### src/rtl/joystick_servo_calibrator_assert.svh
// Assertion macros shared by the joystick servo calibrator RTL
`ifndef JOYSTICK_SERVO_CALIBRATOR_ASSERT_SVH
`define JOYSTICK_SERVO_CALIBRATOR_ASSERT_SVH
`ifndef SYNTHESIS
// Same-cycle implication, sampled on clk, off while rst_n is low
`define JSC_ASSERT_SAME(label, ante, cons, msg) \
    label: assert property (@(posedge clk) disable iff (!rst_n) (ante) |-> (cons)) \
        else $error(msg);
// Next-cycle implication, sampled on clk, off while rst_n is low
`define JSC_ASSERT_NEXT(label, ante, cons, msg) \
    label: assert property (@(posedge clk) disable iff (!rst_n) (ante) |=> (cons)) \
        else $error(msg);
`else
`define JSC_ASSERT_SAME(label, ante, cons, msg)
`define JSC_ASSERT_NEXT(label, ante, cons, msg)
`endif
`endif

### src/rtl/jsc_pkg.sv
// Types and constants shared by the joystick servo calibrator modules
`timescale 1ns / 1ps

package jsc_pkg;

    localparam int SAMPLE_BITS = 12;
    localparam int PULSE_BITS  = 15;
    localparam int CMP_BITS    = 12;
    localparam int PHASE_BITS  = 3;
    localparam int DEB_BITS    = 8;
    localparam int CFG_IDX_BITS  = 2;
    localparam int CFG_DATA_BITS = 15;

    // Magnitude of base * den + num * span, and its signed form
    localparam int DIV_W   = PULSE_BITS + SAMPLE_BITS + 1;
    localparam int TOTAL_W = DIV_W + 1;

    localparam logic [PULSE_BITS-1:0] PERIOD_US = 15'd20000;

    // Divide by five: multiply by reciprocal, exact for 16-bit operands
    localparam int RECIP_W = 32;
    localparam logic [RECIP_W-1:0] RECIP5 = 32'd52429;
    localparam int RECIP5_SHIFT = 18;

    localparam logic [DEB_BITS-1:0]    DEBOUNCE_RST = 8'd10;
    localparam logic [PULSE_BITS-1:0]  BASE_RST     = 15'd900;
    localparam logic [PULSE_BITS-1:0]  SPAN_RST     = 15'd1200;
    localparam logic [SAMPLE_BITS-1:0] BOUND_RST    = 12'd2000;
    localparam logic [DEB_BITS-1:0]    STEADY_MAX   = 8'd255;

    // Configuration register indexes
    localparam logic [CFG_IDX_BITS-1:0] CFG_DEBOUNCE_LIMIT = 2'd0;
    localparam logic [CFG_IDX_BITS-1:0] CFG_PULSE_BASE     = 2'd1;
    localparam logic [CFG_IDX_BITS-1:0] CFG_PULSE_SPAN     = 2'd2;

    // Calibration phases
    localparam logic [PHASE_BITS-1:0] PH_X_MAX  = 3'd0;
    localparam logic [PHASE_BITS-1:0] PH_X_MIN  = 3'd1;
    localparam logic [PHASE_BITS-1:0] PH_Y_MAX  = 3'd2;
    localparam logic [PHASE_BITS-1:0] PH_Y_MIN  = 3'd3;
    localparam logic [PHASE_BITS-1:0] PH_MAP_XY = 3'd4;
    localparam logic [PHASE_BITS-1:0] PH_MAP_Y  = 3'd5;
    localparam logic [PHASE_BITS-1:0] PH_DONE   = 3'd6;

    typedef enum logic [2:0] {
        ST_IDLE,
        ST_DECIDE,
        ST_MUL,
        ST_PREP,
        ST_DIV,
        ST_STORE,
        ST_FINISH,
        ST_EMIT
    } ctrl_state_t;

    typedef struct packed {
        logic [SAMPLE_BITS-1:0] x_sample;
        logic [SAMPLE_BITS-1:0] y_sample;
        logic                   button_level;
    } jsc_in_t;

    typedef struct packed {
        logic [PHASE_BITS-1:0]  phase_now;
        logic [SAMPLE_BITS-1:0] bound_x_high;
        logic [SAMPLE_BITS-1:0] bound_x_low;
        logic [SAMPLE_BITS-1:0] bound_y_high;
        logic [SAMPLE_BITS-1:0] bound_y_low;
        logic [PULSE_BITS-1:0]  x_pulse_us;
        logic [PULSE_BITS-1:0]  y_pulse_us;
        logic [CMP_BITS-1:0]    x_compare;
        logic [CMP_BITS-1:0]    y_compare;
        logic                   x_pulse_valid;
        logic                   y_pulse_valid;
    } jsc_out_t;

    typedef struct packed {
        logic load_in;
        logic mul;
        logic axis_y;
        logic div_start;
        logic store;
        logic finish;
        logic out_load;
    } jsc_cmd_t;

    typedef struct packed {
        logic map_xy;
        logic map_y;
        logic bypass;
        logic div_busy;
        logic div_done;
        logic out_free;
    } jsc_stat_t;

endpackage

### src/rtl/joystick_servo_calibrator.sv
// Top level of the joystick servo calibrator
//
//   channel  | signals                          | direction | word
//   ---------+----------------------------------+-----------+---------------------------
//   tick     | tick_valid, tick_ready, tick     | in        | x, y sample, button level
//   report   | report_valid, report_ready, ...  | out       | phase, bounds, pulses, cmp
//   config   | cfg_we, cfg_index, cfg_data      | in        | one register per write
//
// One tick word at a time. Capture phases and the done phase go from accept
// through the decide, finish and emit states to the report. Mapping runs one
// shared divider (2 quotient bits per cycle) per axis, x first in the two-axis phase.
// Reset (rst_n low, asynchronous) restores the configuration defaults, phase 0,
// bounds of 2000 and invalid pulses. A stalled report holds in its output
// register; the next tick is taken while it waits and holds before the report
// load until the register frees.
`timescale 1ns / 1ps

`include "joystick_servo_calibrator_assert.svh"

module joystick_servo_calibrator import jsc_pkg::*; (
    input  logic                     clk,
    input  logic                     rst_n,
    input  logic                     tick_valid,
    output logic                     tick_ready,
    input  jsc_in_t                  tick,
    output logic                     report_valid,
    input  logic                     report_ready,
    output jsc_out_t                 report,
    input  logic                     cfg_we,
    input  logic [CFG_IDX_BITS-1:0]  cfg_index,
    input  logic [CFG_DATA_BITS-1:0] cfg_data
);

    jsc_cmd_t  cmd;
    jsc_stat_t stat;

    // Sequence each tick: latch, map the live axes, update debounce, emit
    jsc_ctrl u_ctrl (
        .clk        (clk),
        .rst_n      (rst_n),
        .tick_valid (tick_valid),
        .tick_ready (tick_ready),
        .stat       (stat),
        .cmd        (cmd)
    );

    // Hold all calibration state and the report register
    jsc_datapath u_datapath (
        .clk          (clk),
        .rst_n        (rst_n),
        .tick         (tick),
        .cfg_we       (cfg_we),
        .cfg_index    (cfg_index),
        .cfg_data     (cfg_data),
        .cmd          (cmd),
        .stat         (stat),
        .report_valid (report_valid),
        .report_ready (report_ready),
        .report       (report)
    );

    // Drop ready right after a tick is taken
    `JSC_ASSERT_NEXT(a_busy_after_accept, tick_valid && tick_ready, !tick_ready, "ready held after accept")
    // Never overwrite a report that is still waiting
    `JSC_ASSERT_SAME(a_no_overwrite, cmd.out_load, stat.out_free, "report overwritten while stalled")
    // Start the divider only when it is idle
    `JSC_ASSERT_SAME(a_div_idle, cmd.div_start && !stat.bypass, !stat.div_busy, "divider restarted while busy")
    // An x axis without a pulse reports zeros
    `JSC_ASSERT_SAME(a_x_invalid_zero, report_valid && !report.x_pulse_valid, report.x_pulse_us == '0 && report.x_compare == '0, "invalid x pulse not zero")

endmodule

### src/rtl/jsc_div.sv
// Unsigned restoring divider, two quotient bits per cycle
`timescale 1ns / 1ps

module jsc_div import jsc_pkg::*; (
    input  logic                   clk,
    input  logic                   rst_n,
    input  logic                   start,
    input  logic [DIV_W-1:0]       dividend,
    input  logic [SAMPLE_BITS-1:0] divisor,
    output logic                   busy,
    output logic                   done,
    output logic [DIV_W-1:0]       quotient
);

    localparam int BITS_PER_CYCLE = 2;
    localparam int CYCLES = DIV_W / BITS_PER_CYCLE;
    localparam int CNT_W = $clog2(CYCLES);

    logic [SAMPLE_BITS-1:0] rem_reg, rem_next;
    logic [DIV_W-1:0]       quo_reg, quo_next;
    logic [SAMPLE_BITS-1:0] dvs_reg, dvs_next;
    logic [CNT_W-1:0]       cnt_reg, cnt_next;
    logic                   busy_reg, busy_next;
    logic                   done_reg, done_next;

    logic [SAMPLE_BITS-1:0] rem_step;
    logic [DIV_W-1:0]       quo_step;
    logic [SAMPLE_BITS:0]   trial;

    // Shift in one dividend bit, subtract if it fits; twice per cycle
    always_comb
    begin
        rem_step = rem_reg;
        quo_step = quo_reg;
        trial    = '0;
        for (int i = 0; i < BITS_PER_CYCLE; i++)
        begin
            trial    = {rem_step, quo_step[DIV_W-1]};
            quo_step = {quo_step[DIV_W-2:0], 1'b0};
            if (trial >= {1'b0, dvs_reg})
            begin
                rem_step    = SAMPLE_BITS'(trial - {1'b0, dvs_reg});
                quo_step[0] = 1'b1;
            end
            else
            begin
                rem_step = trial[SAMPLE_BITS-1:0];
            end
        end
    end

    always_comb
    begin
        rem_next  = rem_reg;
        quo_next  = quo_reg;
        dvs_next  = dvs_reg;
        cnt_next  = cnt_reg;
        busy_next = busy_reg;
        done_next = 1'b0;
        if (start)
        begin
            rem_next  = '0;
            quo_next  = dividend;
            dvs_next  = divisor;
            cnt_next  = CNT_W'(CYCLES - 1);
            busy_next = 1'b1;
        end
        else if (busy_reg)
        begin
            rem_next = rem_step;
            quo_next = quo_step;
            cnt_next = cnt_reg - CNT_W'(1);
            if (cnt_reg == '0)
            begin
                busy_next = 1'b0;
                done_next = 1'b1;
            end
        end
    end

    always_ff @(posedge clk or negedge rst_n)
    begin
        if (!rst_n)
        begin
            cnt_reg  <= '0;
            busy_reg <= 1'b0;
            done_reg <= 1'b0;
        end
        else
        begin
            cnt_reg  <= cnt_next;
            busy_reg <= busy_next;
            done_reg <= done_next;
        end
    end

    always_ff @(posedge clk)
    begin
        rem_reg <= rem_next;
        quo_reg <= quo_next;
        dvs_reg <= dvs_next;
    end

    assign busy     = busy_reg;
    assign done     = done_reg;
    assign quotient = quo_reg;

endmodule

### src/rtl/jsc_datapath.sv
// Calibrator datapath: state, configuration, pulse mapping and output register
`timescale 1ns / 1ps

module jsc_datapath import jsc_pkg::*; (
    input  logic                     clk,
    input  logic                     rst_n,
    input  jsc_in_t                  tick,
    input  logic                     cfg_we,
    input  logic [CFG_IDX_BITS-1:0]  cfg_index,
    input  logic [CFG_DATA_BITS-1:0] cfg_data,
    input  jsc_cmd_t                 cmd,
    output jsc_stat_t                stat,
    output logic                     report_valid,
    input  logic                     report_ready,
    output jsc_out_t                 report
);

    localparam int PA_W = DIV_W - 1;
    localparam int PB_W = DIV_W;

    // Configuration
    logic [DEB_BITS-1:0]   deb_reg, deb_next;
    logic [PULSE_BITS-1:0] base_reg, base_next;
    logic [PULSE_BITS-1:0] span_reg, span_next;

    // Latched tick
    logic [SAMPLE_BITS-1:0] x_in_reg, x_in_next;
    logic [SAMPLE_BITS-1:0] y_in_reg, y_in_next;
    logic                   btn_in_reg, btn_in_next;

    // Calibration state
    logic [PHASE_BITS-1:0]  phase_reg, phase_next;
    logic                   btn_cur_reg, btn_cur_next;
    logic [DEB_BITS-1:0]    steady_reg, steady_next;
    logic [SAMPLE_BITS-1:0] bxh_reg, bxh_next;
    logic [SAMPLE_BITS-1:0] bxl_reg, bxl_next;
    logic [SAMPLE_BITS-1:0] byh_reg, byh_next;
    logic [SAMPLE_BITS-1:0] byl_reg, byl_next;
    logic [PULSE_BITS-1:0]  pulse_x_reg, pulse_x_next;
    logic [PULSE_BITS-1:0]  pulse_y_reg, pulse_y_next;
    logic                   valid_x_reg, valid_x_next;
    logic                   valid_y_reg, valid_y_next;

    // Mapping pipeline
    logic [PA_W-1:0]         prod_a_reg, prod_a_next;
    logic signed [PB_W-1:0]  prod_b_reg, prod_b_next;
    logic [SAMPLE_BITS-1:0]  den_reg, den_next;
    logic                    den_zero_reg, den_zero_next;
    logic                    neg_reg, neg_next;

    // Output register
    jsc_out_t report_reg, report_next;
    logic     report_valid_reg, report_valid_next;

    logic [SAMPLE_BITS-1:0]        sel_sample, sel_hi, sel_lo;
    logic signed [SAMPLE_BITS:0]   num_raw, den_raw, num_adj, den_adj;
    logic signed [TOTAL_W-1:0]     total;
    logic                          bypass;
    logic [DIV_W-1:0]              q_full;
    logic [PULSE_BITS-1:0]         q_sat;
    logic [PULSE_BITS:0]           gap_x, gap_y;
    logic [RECIP_W-1:0]            prod_cx, prod_cy;
    logic                          out_free;
    logic                          div_busy, div_done;
    logic [DIV_W-1:0]              div_quo;

    // Operand selection and sign fold for the current axis
    always_comb
    begin
        sel_sample = cmd.axis_y ? y_in_reg : x_in_reg;
        sel_hi     = cmd.axis_y ? byh_reg : bxh_reg;
        sel_lo     = cmd.axis_y ? byl_reg : bxl_reg;
        num_raw    = $signed({1'b0, sel_sample}) - $signed({1'b0, sel_lo});
        den_raw    = $signed({1'b0, sel_hi}) - $signed({1'b0, sel_lo});
        num_adj    = den_raw[SAMPLE_BITS] ? -num_raw : num_raw;
        den_adj    = den_raw[SAMPLE_BITS] ? -den_raw : den_raw;
        prod_a_next = PA_W'(base_reg) * PA_W'(den_adj[SAMPLE_BITS-1:0]);
        prod_b_next = PB_W'(num_adj) * $signed(PB_W'({1'b0, span_reg}));
        den_next      = den_adj[SAMPLE_BITS-1:0];
        den_zero_next = (den_raw == '0);
    end

    always_comb
    begin
        total  = $signed(TOTAL_W'(prod_a_reg)) + TOTAL_W'(prod_b_reg);
        bypass = den_zero_reg | total[TOTAL_W-1];
        neg_next = total[TOTAL_W-1];
    end

    jsc_div u_div (
        .clk      (clk),
        .rst_n    (rst_n),
        .start    (cmd.div_start & ~bypass),
        .dividend (total[DIV_W-1:0]),
        .divisor  (den_reg),
        .busy     (div_busy),
        .done     (div_done),
        .quotient (div_quo)
    );

    // Pick the pulse for this axis and saturate to the period
    always_comb
    begin
        if (den_zero_reg)
            q_full = DIV_W'(base_reg);
        else if (neg_reg)
            q_full = '0;
        else
            q_full = div_quo;
        q_sat = (q_full > DIV_W'(PERIOD_US)) ? PERIOD_US : q_full[PULSE_BITS-1:0];
    end

    // Compare values: (period - pulse) / 5 by reciprocal multiply
    always_comb
    begin
        gap_x   = (PULSE_BITS+1)'(PERIOD_US) - (PULSE_BITS+1)'(pulse_x_reg);
        gap_y   = (PULSE_BITS+1)'(PERIOD_US) - (PULSE_BITS+1)'(pulse_y_reg);
        prod_cx = RECIP_W'(gap_x) * RECIP5;
        prod_cy = RECIP_W'(gap_y) * RECIP5;
    end

    assign out_free = !report_valid_reg || report_ready;

    always_comb
    begin
        deb_next     = deb_reg;
        base_next    = base_reg;
        span_next    = span_reg;
        x_in_next    = x_in_reg;
        y_in_next    = y_in_reg;
        btn_in_next  = btn_in_reg;
        phase_next   = phase_reg;
        btn_cur_next = btn_cur_reg;
        steady_next  = steady_reg;
        bxh_next     = bxh_reg;
        bxl_next     = bxl_reg;
        byh_next     = byh_reg;
        byl_next     = byl_reg;
        pulse_x_next = pulse_x_reg;
        pulse_y_next = pulse_y_reg;
        valid_x_next = valid_x_reg;
        valid_y_next = valid_y_reg;

        if (cfg_we)
        begin
            case (cfg_index)
                CFG_DEBOUNCE_LIMIT: deb_next  = cfg_data[DEB_BITS-1:0];
                CFG_PULSE_BASE:     base_next = cfg_data[PULSE_BITS-1:0];
                CFG_PULSE_SPAN:     span_next = cfg_data[PULSE_BITS-1:0];
                default: ;
            endcase
        end

        if (cmd.load_in)
        begin
            x_in_next   = tick.x_sample;
            y_in_next   = tick.y_sample;
            btn_in_next = tick.button_level;
        end

        if (cmd.store)
        begin
            if (cmd.axis_y)
            begin
                pulse_y_next = q_sat;
                valid_y_next = 1'b1;
            end
            else
            begin
                pulse_x_next = q_sat;
                valid_x_next = 1'b1;
            end
        end

        // Capture bounds and run the debounce; the done phase freezes all
        if (cmd.finish && phase_reg != PH_DONE)
        begin
            case (phase_reg)
                PH_X_MAX: bxh_next = x_in_reg;
                PH_X_MIN: bxl_next = x_in_reg;
                PH_Y_MAX: byh_next = y_in_reg;
                PH_Y_MIN: byl_next = y_in_reg;
                default: ;
            endcase
            if (btn_in_reg != btn_cur_reg)
            begin
                steady_next = '0;
                if (steady_reg > deb_reg && btn_in_reg)
                begin
                    phase_next   = phase_reg + PHASE_BITS'(1);
                    btn_cur_next = 1'b0;
                end
                else
                begin
                    btn_cur_next = btn_in_reg;
                end
            end
            else if (steady_reg != STEADY_MAX)
            begin
                steady_next = steady_reg + DEB_BITS'(1);
            end
        end
    end

    always_comb
    begin
        report_next       = report_reg;
        report_valid_next = report_valid_reg;
        if (cmd.out_load)
        begin
            report_next.phase_now     = phase_reg;
            report_next.bound_x_high  = bxh_reg;
            report_next.bound_x_low   = bxl_reg;
            report_next.bound_y_high  = byh_reg;
            report_next.bound_y_low   = byl_reg;
            report_next.x_pulse_us    = valid_x_reg ? pulse_x_reg : '0;
            report_next.y_pulse_us    = valid_y_reg ? pulse_y_reg : '0;
            report_next.x_compare     = valid_x_reg ? prod_cx[RECIP5_SHIFT +: CMP_BITS] : '0;
            report_next.y_compare     = valid_y_reg ? prod_cy[RECIP5_SHIFT +: CMP_BITS] : '0;
            report_next.x_pulse_valid = valid_x_reg;
            report_next.y_pulse_valid = valid_y_reg;
            report_valid_next         = 1'b1;
        end
        else if (report_ready)
        begin
            report_valid_next = 1'b0;
        end
    end

    always_ff @(posedge clk or negedge rst_n)
    begin
        if (!rst_n)
        begin
            deb_reg          <= DEBOUNCE_RST;
            base_reg         <= BASE_RST;
            span_reg         <= SPAN_RST;
            phase_reg        <= PH_X_MAX;
            btn_cur_reg      <= 1'b0;
            steady_reg       <= '0;
            bxh_reg          <= BOUND_RST;
            bxl_reg          <= BOUND_RST;
            byh_reg          <= BOUND_RST;
            byl_reg          <= BOUND_RST;
            pulse_x_reg      <= '0;
            pulse_y_reg      <= '0;
            valid_x_reg      <= 1'b0;
            valid_y_reg      <= 1'b0;
            report_valid_reg <= 1'b0;
        end
        else
        begin
            deb_reg          <= deb_next;
            base_reg         <= base_next;
            span_reg         <= span_next;
            phase_reg        <= phase_next;
            btn_cur_reg      <= btn_cur_next;
            steady_reg       <= steady_next;
            bxh_reg          <= bxh_next;
            bxl_reg          <= bxl_next;
            byh_reg          <= byh_next;
            byl_reg          <= byl_next;
            pulse_x_reg      <= pulse_x_next;
            pulse_y_reg      <= pulse_y_next;
            valid_x_reg      <= valid_x_next;
            valid_y_reg      <= valid_y_next;
            report_valid_reg <= report_valid_next;
        end
    end

    always_ff @(posedge clk)
    begin
        x_in_reg   <= x_in_next;
        y_in_reg   <= y_in_next;
        btn_in_reg <= btn_in_next;
        report_reg <= report_next;
        if (cmd.mul)
        begin
            prod_a_reg   <= prod_a_next;
            prod_b_reg   <= prod_b_next;
            den_reg      <= den_next;
            den_zero_reg <= den_zero_next;
        end
        if (cmd.div_start)
            neg_reg <= neg_next;
    end

    always_comb
    begin
        stat.map_xy   = (phase_reg == PH_MAP_XY);
        stat.map_y    = (phase_reg == PH_MAP_Y);
        stat.bypass   = bypass;
        stat.div_busy = div_busy;
        stat.div_done = div_done;
        stat.out_free = out_free;
    end

    assign report_valid = report_valid_reg;
    assign report       = report_reg;

endmodule

### src/rtl/jsc_ctrl.sv
// Calibrator controller: sequences one tick through the datapath
`timescale 1ns / 1ps

module jsc_ctrl import jsc_pkg::*; (
    input  logic      clk,
    input  logic      rst_n,
    input  logic      tick_valid,
    output logic      tick_ready,
    input  jsc_stat_t stat,
    output jsc_cmd_t  cmd
);

    ctrl_state_t state_reg, state_next;
    logic        axis_reg, axis_next;

    always_comb
    begin
        state_next = state_reg;
        axis_next  = axis_reg;
        case (state_reg)
            ST_IDLE:
            begin
                if (tick_valid)
                    state_next = ST_DECIDE;
            end
            ST_DECIDE:
            begin
                if (stat.map_xy)
                begin
                    axis_next  = 1'b0;
                    state_next = ST_MUL;
                end
                else if (stat.map_y)
                begin
                    axis_next  = 1'b1;
                    state_next = ST_MUL;
                end
                else
                begin
                    state_next = ST_FINISH;
                end
            end
            ST_MUL:    state_next = ST_PREP;
            ST_PREP:   state_next = stat.bypass ? ST_STORE : ST_DIV;
            ST_DIV:
            begin
                if (stat.div_done)
                    state_next = ST_STORE;
            end
            ST_STORE:
            begin
                if (axis_reg)
                begin
                    state_next = ST_FINISH;
                end
                else
                begin
                    axis_next  = 1'b1;
                    state_next = ST_MUL;
                end
            end
            ST_FINISH: state_next = ST_EMIT;
            ST_EMIT:
            begin
                if (stat.out_free)
                    state_next = ST_IDLE;
            end
            default:   state_next = ST_IDLE;
        endcase
    end

    always_comb
    begin
        tick_ready    = 1'b0;
        cmd           = '0;
        cmd.axis_y    = axis_reg;
        case (state_reg)
            ST_IDLE:
            begin
                tick_ready  = 1'b1;
                cmd.load_in = tick_valid;
            end
            ST_MUL:    cmd.mul       = 1'b1;
            ST_PREP:   cmd.div_start = 1'b1;
            ST_STORE:  cmd.store     = 1'b1;
            ST_FINISH: cmd.finish    = 1'b1;
            ST_EMIT:   cmd.out_load  = stat.out_free;
            default: ;
        endcase
    end

    always_ff @(posedge clk or negedge rst_n)
    begin
        if (!rst_n)
        begin
            state_reg <= ST_IDLE;
            axis_reg  <= 1'b0;
        end
        else
        begin
            state_reg <= state_next;
            axis_reg  <= axis_next;
        end
    end

endmodule

### config.mk
export PLATFORM = sky130hd
export DESIGN_NAME = joystick_servo_calibrator
export DESIGN_NICKNAME = d
export VERILOG_FILES = /design/src/rtl/jsc_pkg.sv /design/src/rtl/joystick_servo_calibrator.sv /design/src/rtl/jsc_div.sv /design/src/rtl/jsc_datapath.sv /design/src/rtl/jsc_ctrl.sv
export VERILOG_INCLUDE_DIRS = /design/src /design/src/rtl
export SDC_FILE = /design/constraint.sdc
export NUM_CORES = 2
export LEC_CHECK = 0
export ABC_AREA = 1
export BUFFER_PORTS_ARGS = -buffer_cell sky130_fd_sc_hd__buf_2
export CAP_MARGIN = 20
export CORE_MARGIN = 2
export CORE_UTILIZATION = 25
export DETAILED_ROUTE_END_ITERATION = 8
export SYNTH_ARGS = -nofsm -noshare
export SYNTH_HDL_FRONTEND = slang
export SYNTH_SLANG_ARGS = --single-unit
### constraint.sdc
create_clock -name clk -period 7.9 [get_ports clk]
set_input_delay 0.79 -clock clk [delete_from_list [all_inputs] [get_ports clk]]
set_output_delay 0.79 -clock clk [all_outputs]
set_load 0.03 [all_outputs]
==> reports/qor.csv <==
metric;value;unit
status;completed;
vias in the first global route;31153;
half-perimeter wire length of the detailed placement result;93800;um
clock-pin slew on the worst setup and hold paths;60;ps
first-pass GRT wire length;176000;um
CTS buffer count;45;
IO Pins;156;
tightest slew margin relative to the limit;34.2;%
Bufs on Longest Clock Path;3;
filler-free cell count of the finished design;6980;
DR iter-0 viols;2238;
clock tree from TritonCTS;yes;
dominant cell type by area after synthesis;sky130_fd_sc_hd__fa_1;
Slowest-stage cell, CP;sky130_fd_sc_hd__fa_1;
CP Launch Point;u_ctrl.axis_reg;
Post-Synthesis Mean Instance Area;8.93;um^2
Tmin final;7670;ps
largest clock skew in the final design;28.3;ps
detailed-route via count;30830;
DRC violation count after routing;0;
average wire length per cell after detail routing;16.2;um
transition time at the pin with the least slew margin;987;ps
largest net degree at the start of global routing;84;
post-synth top area share;21.7;%
maximum capacitance violations;0;
final worst-path cycle share;97.0;%
core box area;0.161;mm^2
setup repair after global routing missed its margin;yes;
count leader, synth;sky130_fd_sc_hd__nand2_1;
prevailing post-synth register cell;sky130_fd_sc_hd__edfxtp_1;
async set-reset flop share out of synthesis;35.8;%
total standard cell area after synthesis;0.0404;mm^2
cell type with the highest occurrence count on the critical path;sky130_fd_sc_hd__nand2_1;
Cells after Synth;4527;
insertion delay of the later-clocked pin in the worst-skew pair;620;ps
Cell variety after synth;63;
max FFs per register;107;
sequential cell area fraction in the yosys report;27.3;%
initial antenna violation count;0;
synth-to-layout area growth;15.9;%
type of the worst min-delay path;in2async;
Starting Density;25.2;%
Cell Count Post-Placement;6873;
H-tree level count;2;
total negative slack;0;ps
leading cell types by total area after synthesis;sky130_fd_sc_hd__fa_1 22%, sky130_fd_sc_hd__edfxtp_1 18%, sky130_fd_sc_hd__ha_1 15%, sky130_fd_sc_hd__nand2_1 8.4%, sky130_fd_sc_hd__inv_1 8.3%;
critical path required time;8250;ps
total count of max-transition violations in the final report;0;
cell types with the highest counts after synthesis;909 x sky130_fd_sc_hd__nand2_1, 889 x sky130_fd_sc_hd__inv_1, 493 x sky130_fd_sc_hd__ha_1;
number of warnings issued by yosys;0;
die area;0.165;mm^2
post-DR vias/cell;4.42;
Highest Clock Rate;130;MHz
post-synthesis net count;5505;
GP Congestion;0.936;
number of nets with antenna violations after routing;0;
share of layout cells above drive strength 1;12.3;%
CP arrival;8010;ps
post-synthesis register bit count;394;
number of enable-type register cells in the synthesized netlist;241;
highest net fanout along the worst path;4;
clk sink count;394;
Routed WL;113000;um
cell chosen for the clock root;sky130_fd_sc_hd__clkbuf_16;
overflow left after global routing;0;
number of core rows;147;
tightest hold margin;237;ps
x dimension of the die;406;um
number of setup violations in the final report;0;
type of the setup path with the least slack;reg2reg;
final hold violation count;0;
final-layout fill cell count;16939;
final layout net count;5758;
Port-buffer cells;155;
Reg2Reg Launch Point;u_ctrl.axis_reg;
startpoint types;register;
biggest cell delay along the critical path;550;ps
crit path capture type;register;
Die Ht;406;um
Overall Global Routing Usage;13.6;%
DR pass1 iterations;8;
## timing repair
item,in CTS,in global routing
hold buffers,0,0
cloned,0,1
setup buffers,0,19
resized for setup,8,155
endpoints found under the setup margin,8,26
pin swaps,0,58
## cell usage in the layout (no fill, tap or decap), types with 106 or more instances in the layout
master	Yosys	layout
sky130_fd_sc_hd__nand2_1	909	893
sky130_fd_sc_hd__edfxtp_1	241	241
sky130_fd_sc_hd__o21ai_0	275	266
sky130_fd_sc_hd__inv_1	889	879
sky130_fd_sc_hd__a21oi_1	214	197
sky130_fd_sc_hd__fa_1	438	427
sky130_fd_sc_hd__dfrtp_1	107	106
sky130_fd_sc_hd__ha_1	493	468
sky130_fd_sc_hd__buf_4	10	126
sky130_fd_sc_hd__buf_2	14	154
sky130_fd_sc_hd__nand3_1	128	121
sky130_fd_sc_hd__nor2_1	293	275
## routing by layer
layer | vias up | GRT usage, % | wire length (um)
met5 | - | 0 | 0
met4 | 0 | 2.71 | 2110
met3 | 117 | 1.93 | 5910
met2 | 703 | 22.7 | 53300
met1 | 15101 | 18.7 | 52000
li1 | 14909 | - | -
## critical path, delay by kind of cell, from the launching register on
family	cells	cell delay (ps)
fa+ha+maj	9	3600
xor+xnor	1	130
simple gates	15	1610
flops	1	410
compound gates	5	720
buf+inv	11	920
## cell type report
cell class,count,area (um^2),share of cell area [%]
inverters,905,3410,7.28
diodes,3,7.51,0.0160
well taps,2160,2700,5.76
flip-flops and latches,394,11000,23.6
multi-input cells,3135,26200,55.9
clock buffers,60,1230,2.63
repair buffers,299,2040,4.35
clock inverters,24,220,0.470
## per-stage QoR
| step | instance area (um^2) | setup WS, ps | utilization [%] |
|---|---|---|---|
| 2_1_floorplan | 40400 | 48.4 | - |
| 3_3_place_gp | 44500 | -31.0 | 27.7 |
| 3_5_place_dp | 44500 | -76.2 | 27.7 |
| 4_1_cts | 46000 | 4.03 | 28.6 |
| 5_1_grt | 46900 | -194 | 29.2 |
| 6_report | 46900 | 234 | 29.2 |
## cell families (layout without fill, tap and decap cells)
logic type      count (synthesis)  after routing  share of synthesized area [%]
compound gates                595            595                           8.07
xor+xnor                      138            138                           3.11
fa+ha+maj                     931            931                           36.9
buf+inv                       998           1288                           9.52
flops                         394            394                           27.3
mux                            12             12                          0.297
other cells                     0              3                              0
simple gates                 1459           1459                           14.8
## path summary, 6_finish.rpt
check / endpoint / slack, ps / depth (start not counted)
worst max-delay path: u_datapath.prod_b_reg[21] / 230 / 41
worst min-delay path: u_datapath.byh_reg[3] / 240 / 1
worst max register to register: u_datapath.prod_b_reg[21] / 230 / 41
worst min register to register: u_datapath.u_div.dvs_reg[10] / 420 / 0
max in group asynchronous: u_datapath.valid_x_reg / 6280 / 2
min in group clk: u_datapath.x_in_reg[5] / 360 / 1
Power is left out: the tool's default activity adds up to more than one toggle a clock period on the data nets, which glitch-free logic cannot reach.
